===== src/rtl/ffra_pkg.sv =====
// ----------------------------------------------------------------------------
// ffra_pkg
// Shared types and constants for the first-fit range allocator.
// ----------------------------------------------------------------------------
package ffra_pkg;

    localparam int MaxRanges  = 64;
    localparam int OffBits    = 16;
    localparam int LenBits    = 17;
    localparam int CntBits    = $clog2(MaxRanges + 1);
    localparam int IdxBits    = $clog2(MaxRanges);

    localparam logic [LenBits-1:0] LenMax = '1;

    localparam logic [2:0] StOk    = 3'd0;
    localparam logic [2:0] StOom   = 3'd1;
    localparam logic [2:0] StNofit = 3'd2;
    localparam logic [2:0] StFull  = 3'd3;
    localparam logic [2:0] StDup   = 3'd4;

    localparam logic CmdAlloc   = 1'b0;
    localparam logic CmdRelease = 1'b1;

    // cell actions broadcast by the controller
    typedef enum logic [6:0] {
        OP_NONE    = 7'b0000001,
        OP_INIT    = 7'b0000010,
        OP_TRIM    = 7'b0000100,  // shrink entry from front
        OP_REMOVE  = 7'b0001000,  // delete entry, shift up
        OP_GROW    = 7'b0010000,  // set length of entry
        OP_SETNEXT = 7'b0100000,  // set start and length of entry
        OP_INSERT  = 7'b1000000   // insert entry, shift down
    } t_op;

    typedef struct packed {
        t_op                  op;
        logic [IdxBits-1:0]   idx;
        logic [OffBits-1:0]   start;
        logic [LenBits-1:0]   len;
    } t_cmd;

    typedef struct packed {
        logic [OffBits-1:0] start;
        logic [LenBits-1:0] len;
    } t_entry;

    function automatic logic [LenBits-1:0] sat_add(input logic [LenBits-1:0] a,
                                                   input logic [LenBits-1:0] b);
        logic [LenBits:0] s;
        s = {1'b0, a} + {1'b0, b};
        return s[LenBits] ? LenMax : s[LenBits-1:0];
    endfunction

endpackage


===== src/rtl/ffra_cell.sv =====
// ----------------------------------------------------------------------------
// ffra_cell
// One table slot: holds a free range, compares it against the request and
// takes its neighbor's entry on shifts.
// ----------------------------------------------------------------------------
module ffra_cell (
    input  logic                                i_clk,
    input  logic [ffra_pkg::IdxBits-1:0]        i_my_idx,
    input  ffra_pkg::t_cmd                      i_cmd,
    input  ffra_pkg::t_entry                    i_prev,
    input  ffra_pkg::t_entry                    i_next,
    input  logic [ffra_pkg::LenBits-1:0]        i_req_size,
    input  logic [ffra_pkg::OffBits-1:0]        i_req_off,
    output ffra_pkg::t_entry                    o_entry,
    output logic                                o_fits,
    output logic                                o_below
);

    ffra_pkg::t_entry r_entry;
    ffra_pkg::t_entry n_entry;
    logic             w_sel;

    assign w_sel = (i_cmd.idx == i_my_idx);

    always_comb begin
        n_entry = r_entry;
        case (i_cmd.op)
            ffra_pkg::OP_INIT: begin
                if (w_sel) begin
                    n_entry.start = i_cmd.start;
                    n_entry.len   = i_cmd.len;
                end
            end
            ffra_pkg::OP_TRIM, ffra_pkg::OP_SETNEXT: begin
                if (w_sel) begin
                    n_entry.start = i_cmd.start;
                    n_entry.len   = i_cmd.len;
                end
            end
            ffra_pkg::OP_GROW: begin
                if (w_sel) n_entry.len = i_cmd.len;
            end
            ffra_pkg::OP_REMOVE: begin
                if (i_my_idx >= i_cmd.idx) n_entry = i_next;
            end
            ffra_pkg::OP_INSERT: begin
                if (w_sel) begin
                    n_entry.start = i_cmd.start;
                    n_entry.len   = i_cmd.len;
                end else if (i_my_idx > i_cmd.idx) begin
                    n_entry = i_prev;
                end
            end
            default: n_entry = r_entry;
        endcase
    end

    always_ff @(posedge i_clk) begin
        r_entry <= n_entry;
    end

    assign o_entry = r_entry;
    assign o_fits  = (r_entry.len >= i_req_size);
    assign o_below = (r_entry.start < i_req_off);

endmodule


===== config.mk =====
export PLATFORM = sky130hd
export DESIGN_NAME = ffra_cell
export DESIGN_NICKNAME = d
export VERILOG_FILES = /design/src/rtl/ffra_pkg.sv /design/src/rtl/ffra_cell.sv
export SDC_FILE = /design/constraint.sdc
export NUM_CORES = 1
export LEC_CHECK = 0
export ABC_AREA = 1
export BUFFER_PORTS_ARGS = -buffer_cell sky130_fd_sc_hd__buf_4
export CORE_MARGIN = 2
export CORE_UTILIZATION = 45
export DETAILED_ROUTE_END_ITERATION = 8
export GPL_TIMING_DRIVEN = 0
export PLACE_DENSITY = 0.8
export SLEW_MARGIN = 20
export SYNTH_ARGS = -nofsm -noshare
export SYNTH_HDL_FRONTEND = slang
export SYNTH_SLANG_ARGS = --single-unit

===== constraint.sdc =====
create_clock -name i_clk -period 3.07 [get_ports i_clk]
set_clock_uncertainty 0.1 [all_clocks]
set_input_delay 0.4605 -clock i_clk [delete_from_list [all_inputs] [get_ports i_clk]]
set_output_delay 0.4605 -clock i_clk [all_outputs]
set_load 0.05 [all_outputs]

==> results of run 1 <==
-- kinds of logic after synthesis --
| kind of cell | share of synthesized area (%) |
|---|---|
| buffers and inverters | 14.5 |
| AND/OR/NAND/NOR | 27.0 |
| flip-flops | 30.0 |
| AO/OA/AOI/OAI | 14.0 |
| adder cells (fa/ha/maj) | 14.4 |
-- path summary, 6_finish.rpt --
path                             start                   end
setup / recovery  o_entry[8]$_DFFE_PP_                o_fits
hold / removal               i_next[8]  o_entry[8]$_DFFE_PP_
-- critical path, cell delays in order, from the launching register on --
cell and delay (ns):
edfxtp_1 0.40, ha_1 0.32, nand2_1 0.07, nor2_1 0.17
o211ai_1 0.15, nor2_1 0.12, nor2_1 0.05, nand3_1 0.09
buf_4 0.20
-- final cells by class --
class	instances	area, sq um
Clock buffer	6	72.6
Inverter	99	372
Tap cell	99	124
Clock inverter	2	33.8
Buffer	16	108
Timing Repair Buffer	187	1410
Multi-Input combinational cell	308	1830
Sequential cell	33	991
Fill cell	602	2230
-- metal layers --
layer	up-vias	wire length [um]	global-route usage (%)
met2	127	5280	45.3
met4	0	276	10.0
met1	1636	3850	28.2
li1	1856	-	-
met5	-	0	0
met3	23	633	4.11
-- metrics by stage --
step / instance area, sq um / setup TNS (ns) / total power [mW]
after global placement: 4820 / -4.82 / 0.942
after detailed placement: 4840 / 0 / 0.958
final: 4950 / 0 / 1.36
after floorplan: 3300 / 0 / 0.736
after CTS: 4950 / 0 / 1.36
after global routing: 4950 / 0 / 1.42
-- power by group --
group	switching [mW]	total, mW	internal [mW]
Sequential	0.00851	0.522	0.514
Combinational	0.212	0.425	0.213
Clock	0.170	0.409	0.240
-- synthesized netlist by cell type, types with 3 or more instances --
library cell | number | share of area (%)
o211ai_1 | 14 | 3.2
o211ai_2 | 20 | 7.6
ha_1 | 38 | 14
nand2_1 | 148 | 17
nor2_1 | 16 | 1.8
o21ai_0 | 4 | 0.61
nand2_2 | 4 | 0.76
a21oi_1 | 13 | 2.0
nor3_1 | 5 | 0.76
inv_1 | 90 | 10
buf_6 | 3 | 1.0
nand3_1 | 39 | 5.9
buf_2 | 5 | 0.76
buf_4 | 5 | 1.1
inv_2 | 9 | 1.0
edfxtp_1 | 33 | 30
==> summary.md, run 1 <==
| Metric | Value |
|---|---|
| Status | finished clean |
| CTS tree | yes |
| Cells after Synth | 456 |
| Synth Flop Type | edfxtp_1 |
| Syn. warnings | 0 |
| Initial Util | 46.0% |
| Rows | 31 |
| Largest net degree at the start of global routing | 17 |
| Peak Freq | 0.416 GHz |
| CTS sink count | 33 |
| Final WS setup | 0.666 ns |
| FFs w/ async S/R, synth | 0% |
| VDD IR-drop max | 0.201 mV |
| Final setup vio count | 0 |
| Worst EP required | 2.51 ns |
| GRT overflow | 0 |
| Clock transition at path regs | 0.07 ns |
| DP Cell Count | 742 |
| Port Buffers | 186 |
| Crit path max fanout | 2 |
| Vias in the first global route | 3520 |
| # IOs | 187 |
| Worst-Margin Slew | 0.859 ns |
| Core area | 7180 sq um |
| RSZ-0062 raised after global routing | false |
| Slew Limit Fails | 0 |
| Root Buffer | clkbuf_8 |
| Register area share after synthesis | 30.0% |
| Worst Path Class, Setup | reg -> out |
| Nets | 840 |
| Detailed placer's ending HPWL | 8270 um |
| First-pass GRT wire length | 15400 um |
| Worst hold slack | 0.349 ns |
| Routability cong. | 0.819 |
| Fin util | 68.9% |
| Post-synth EDFFs | 33 |
| Arrival time at the worst endpoint | 1.84 ns |
| Max Buffers Root-to-Sink | 2 |
| Tot GR Track Use | 24.7% |
| Max reg flops | 33 |
| Crit. End Element | output pin |
| Initial antenna violation count | 0 |
| Number of diodes | 0 |
| Synth Register Bits | 33 |
| Static Leak | 2.83 nW |
| DRC viols | 0 |
| Die W | 89.6 um |
| Final ANT Viol Nets | 0 |
| Post-Place Worst Slack | 0.405 ns |
| Post-cts resize count | 0 |
| 1st-pass router iterations | 5 |
| Hold path depth | 3 |
| Ratio of cells with drive above 1 in the final layout | 37.3% |
| Total vias in the final route | 3642 |
| Wire length per cell | 13.4 um |
| Startpoint types | flop |
| TritonCTS buffer count | 5 |
| Die height | 89.6 um |
| PwrDens | 274 nW/um^2 |
| Distinct cells, synth | 24 |
| Finished Layout Cells | 750 |
| Iteration-0 DRC Markers | 105 |
| Post-route minimum period | 2.40 ns |
| Fin. Hold Viols | 0 |
| Hold/Removal Path Class | in -> reg |
| Vias per inst | 4.86 |
| Max_cap viols | 0 |
| Mapped cell area | 3300 sq um |
| CTS Hold Bufs | 0 |
| Max H-tree Level | 2 |
| Total Wirelength | 10000 um |
| Final period util | 78.3% |
| Post-CTS setup buffer count | 0 |
| Leading cell type in the layout, fill and taps excluded | buf_4 |
| Worst slew margin | 42.7% |
| Syn nets | 646 |
| Area Overhead vs Synth | 49.9% |
| Mapped Avg Cell Area | 7.24 sq um |
| Die area | 8030 sq um |
| Most frequent cells in the layout | buf_4, nand2_1, inv_1 |
No activity file was read; power rests on OpenSTA's default activity.
==> run 2: changes to the inputs <==
- clock period: 3.07 -> 2.36 ns (I/O delays scaled with it)
==> summary.md, run 2 (same netlist as run 1, synthesis figures left out) <==
| Metric | Value |
|---|---|
| Max_cap viols | 0 |
| PwrDens | 335 nW/um^2 |
| Hold/Removal Path Class | in -> reg |
| Worst Path Class, Setup | reg -> out |
| Fillers | 625 |
| Crit. End Element | output pin |
| Status | finished clean |
| Post-route minimum period | 2.27 ns |
| Max H-tree Level | 2 |
| Post-Place Worst Slack | -0.367 ns |
| Wire length per cell | 13.5 um |
| Max reg flops | 33 |
| # IOs | 187 |
| Die W | 89.6 um |
| Worst EP required | 1.91 ns |
| CTS sink count | 33 |
| Final period util | 96.3% |
| Die height | 89.6 um |
| DRC viols | 0 |
| Root Buffer | clkbuf_8 |
| Startpoint types | flop |
| Final setup vio count | 0 |
| Nets | 841 |
| VDD IR-drop max | 0.208 mV |
| GRT overflow | 0 |
| Post-route cell area | 4940 sq um |
| Total vias in the final route | 3690 |
| Fin. Hold Viols | 0 |
| Routability cong. | 0.803 |
| End point of the critical path | o_fits |
| Clock transition at path regs | 0.07 ns |
| TritonCTS buffer count | 5 |
| Number of diodes | 0 |
| Most frequent cells in the layout | buf_4, nand2_1, inv_1 |
| Worst-Margin Slew | 0.820 ns |
| Arrival time at the worst endpoint | 1.82 ns |
| Rows | 31 |
| Vias in the first global route | 3529 |
| Static Leak | 2.83 nW |
| Vias per inst | 4.91 |
| Source of the critical timing path | o_entry[8]$_DFFE_PP_ |
| Core area | 7180 sq um |
| Ratio of cells with drive above 1 in the final layout | 37.9% |
| Placed inst area | 4830 sq um |
| Initial antenna violation count | 0 |
| Leading cell type in the layout, fill and taps excluded | buf_4 |
| Total Wirelength | 10100 um |
| Crit path max fanout | 2 |
| 1st-pass router iterations | 5 |
| First-pass GRT wire length | 15100 um |
| Max Buffers Root-to-Sink | 2 |
| RSZ-0062 raised after global routing | true |
| Worst slew margin | 45.3% |
| Area Overhead vs Synth | 49.8% |
| Largest net degree at the start of global routing | 18 |
| Die area | 8030 sq um |
| Final WS setup | 0.0871 ns |
| Iteration-0 DRC Markers | 119 |
| Detailed placer's ending HPWL | 8420 um |
| Hold_sp | i_next[5] |
| Initial Util | 46.0% |
| Final ANT Viol Nets | 0 |
| Port Buffers | 186 |
| Tot GR Track Use | 24.2% |
| Slew Limit Fails | 0 |
| Peak Freq | 0.440 GHz |
| CTS tree | yes |
## run 2: worst min-delay path by stage
stage               cells after the start                     to  slack (ns)
floorplan                               2  o_entry[10]$_DFFE_PP_        0.46
global placement                        3  o_entry[13]$_DFFE_PP_        0.55
detailed placement                      3  o_entry[13]$_DFFE_PP_        0.55
CTS                                     3   o_entry[5]$_DFFE_PP_        0.25
global route                            3   o_entry[5]$_DFFE_PP_        0.26
finish                                  3   o_entry[5]$_DFFE_PP_        0.25
## run 2: repair_timing
item / 4_1_cts / 5_1_grt
setup endpoints to repair: 17 / 2
gates resized for setup: 1 / 3
hold buffers: 0 / 0
buffers inserted: 0 / 2
## run 2: routing by layer
metal	part of all wire (%)	track usage (%)	vias up
met1	37	26.4	1688
li1	-	-	1852
met2	55	46.5	139
met4	1.5	8.14	0
met3	6.7	4.39	11
met5	0	0	-
## run 2: through the flow
stage,util (%),setup TNS (ns),cells,hold WS (ns),power [mW]
after detailed placement,67.3,-8.74,741,0.546,1.25
after global placement,67.3,-7.47,741,0.546,1.23
after global routing,68.9,-0.0158,751,0.259,1.74
after CTS,68.5,0,749,0.249,1.66
final,68.9,0,751,0.255,1.65
after floorplan,-,0,456,0.457,0.959
## run 2: report_power, final
group	internal, mW	switching, mW
clock	0.204	0.212
sequential	0.668	0.0112
combinational	0.280	0.279
total	1.15	0.502
## run 2: final cells by class
cell class | count | area, sq um | share of cell area [%]
Buffer | 16 | 108 | 2.18
Inverter | 99 | 372 | 7.52
Clock buffer | 6 | 72.6 | 1.47
Multi-Input combinational cell | 308 | 1850 | 37.4
Clock inverter | 2 | 10.0 | 0.203
Sequential cell | 33 | 991 | 20.1
Tap cell | 99 | 124 | 2.51
Timing Repair Buffer | 188 | 1420 | 28.7
## run 2: worst max-delay path: stages (launching register included)
cell	delay, ns
edfxtp_1	0.42
ha_1	0.32
nand2_1	0.09
nor2_2	0.15
o211ai_1	0.13
nor2_1	0.11
nor2_1	0.05
nand3_1	0.10
buf_6	0.16
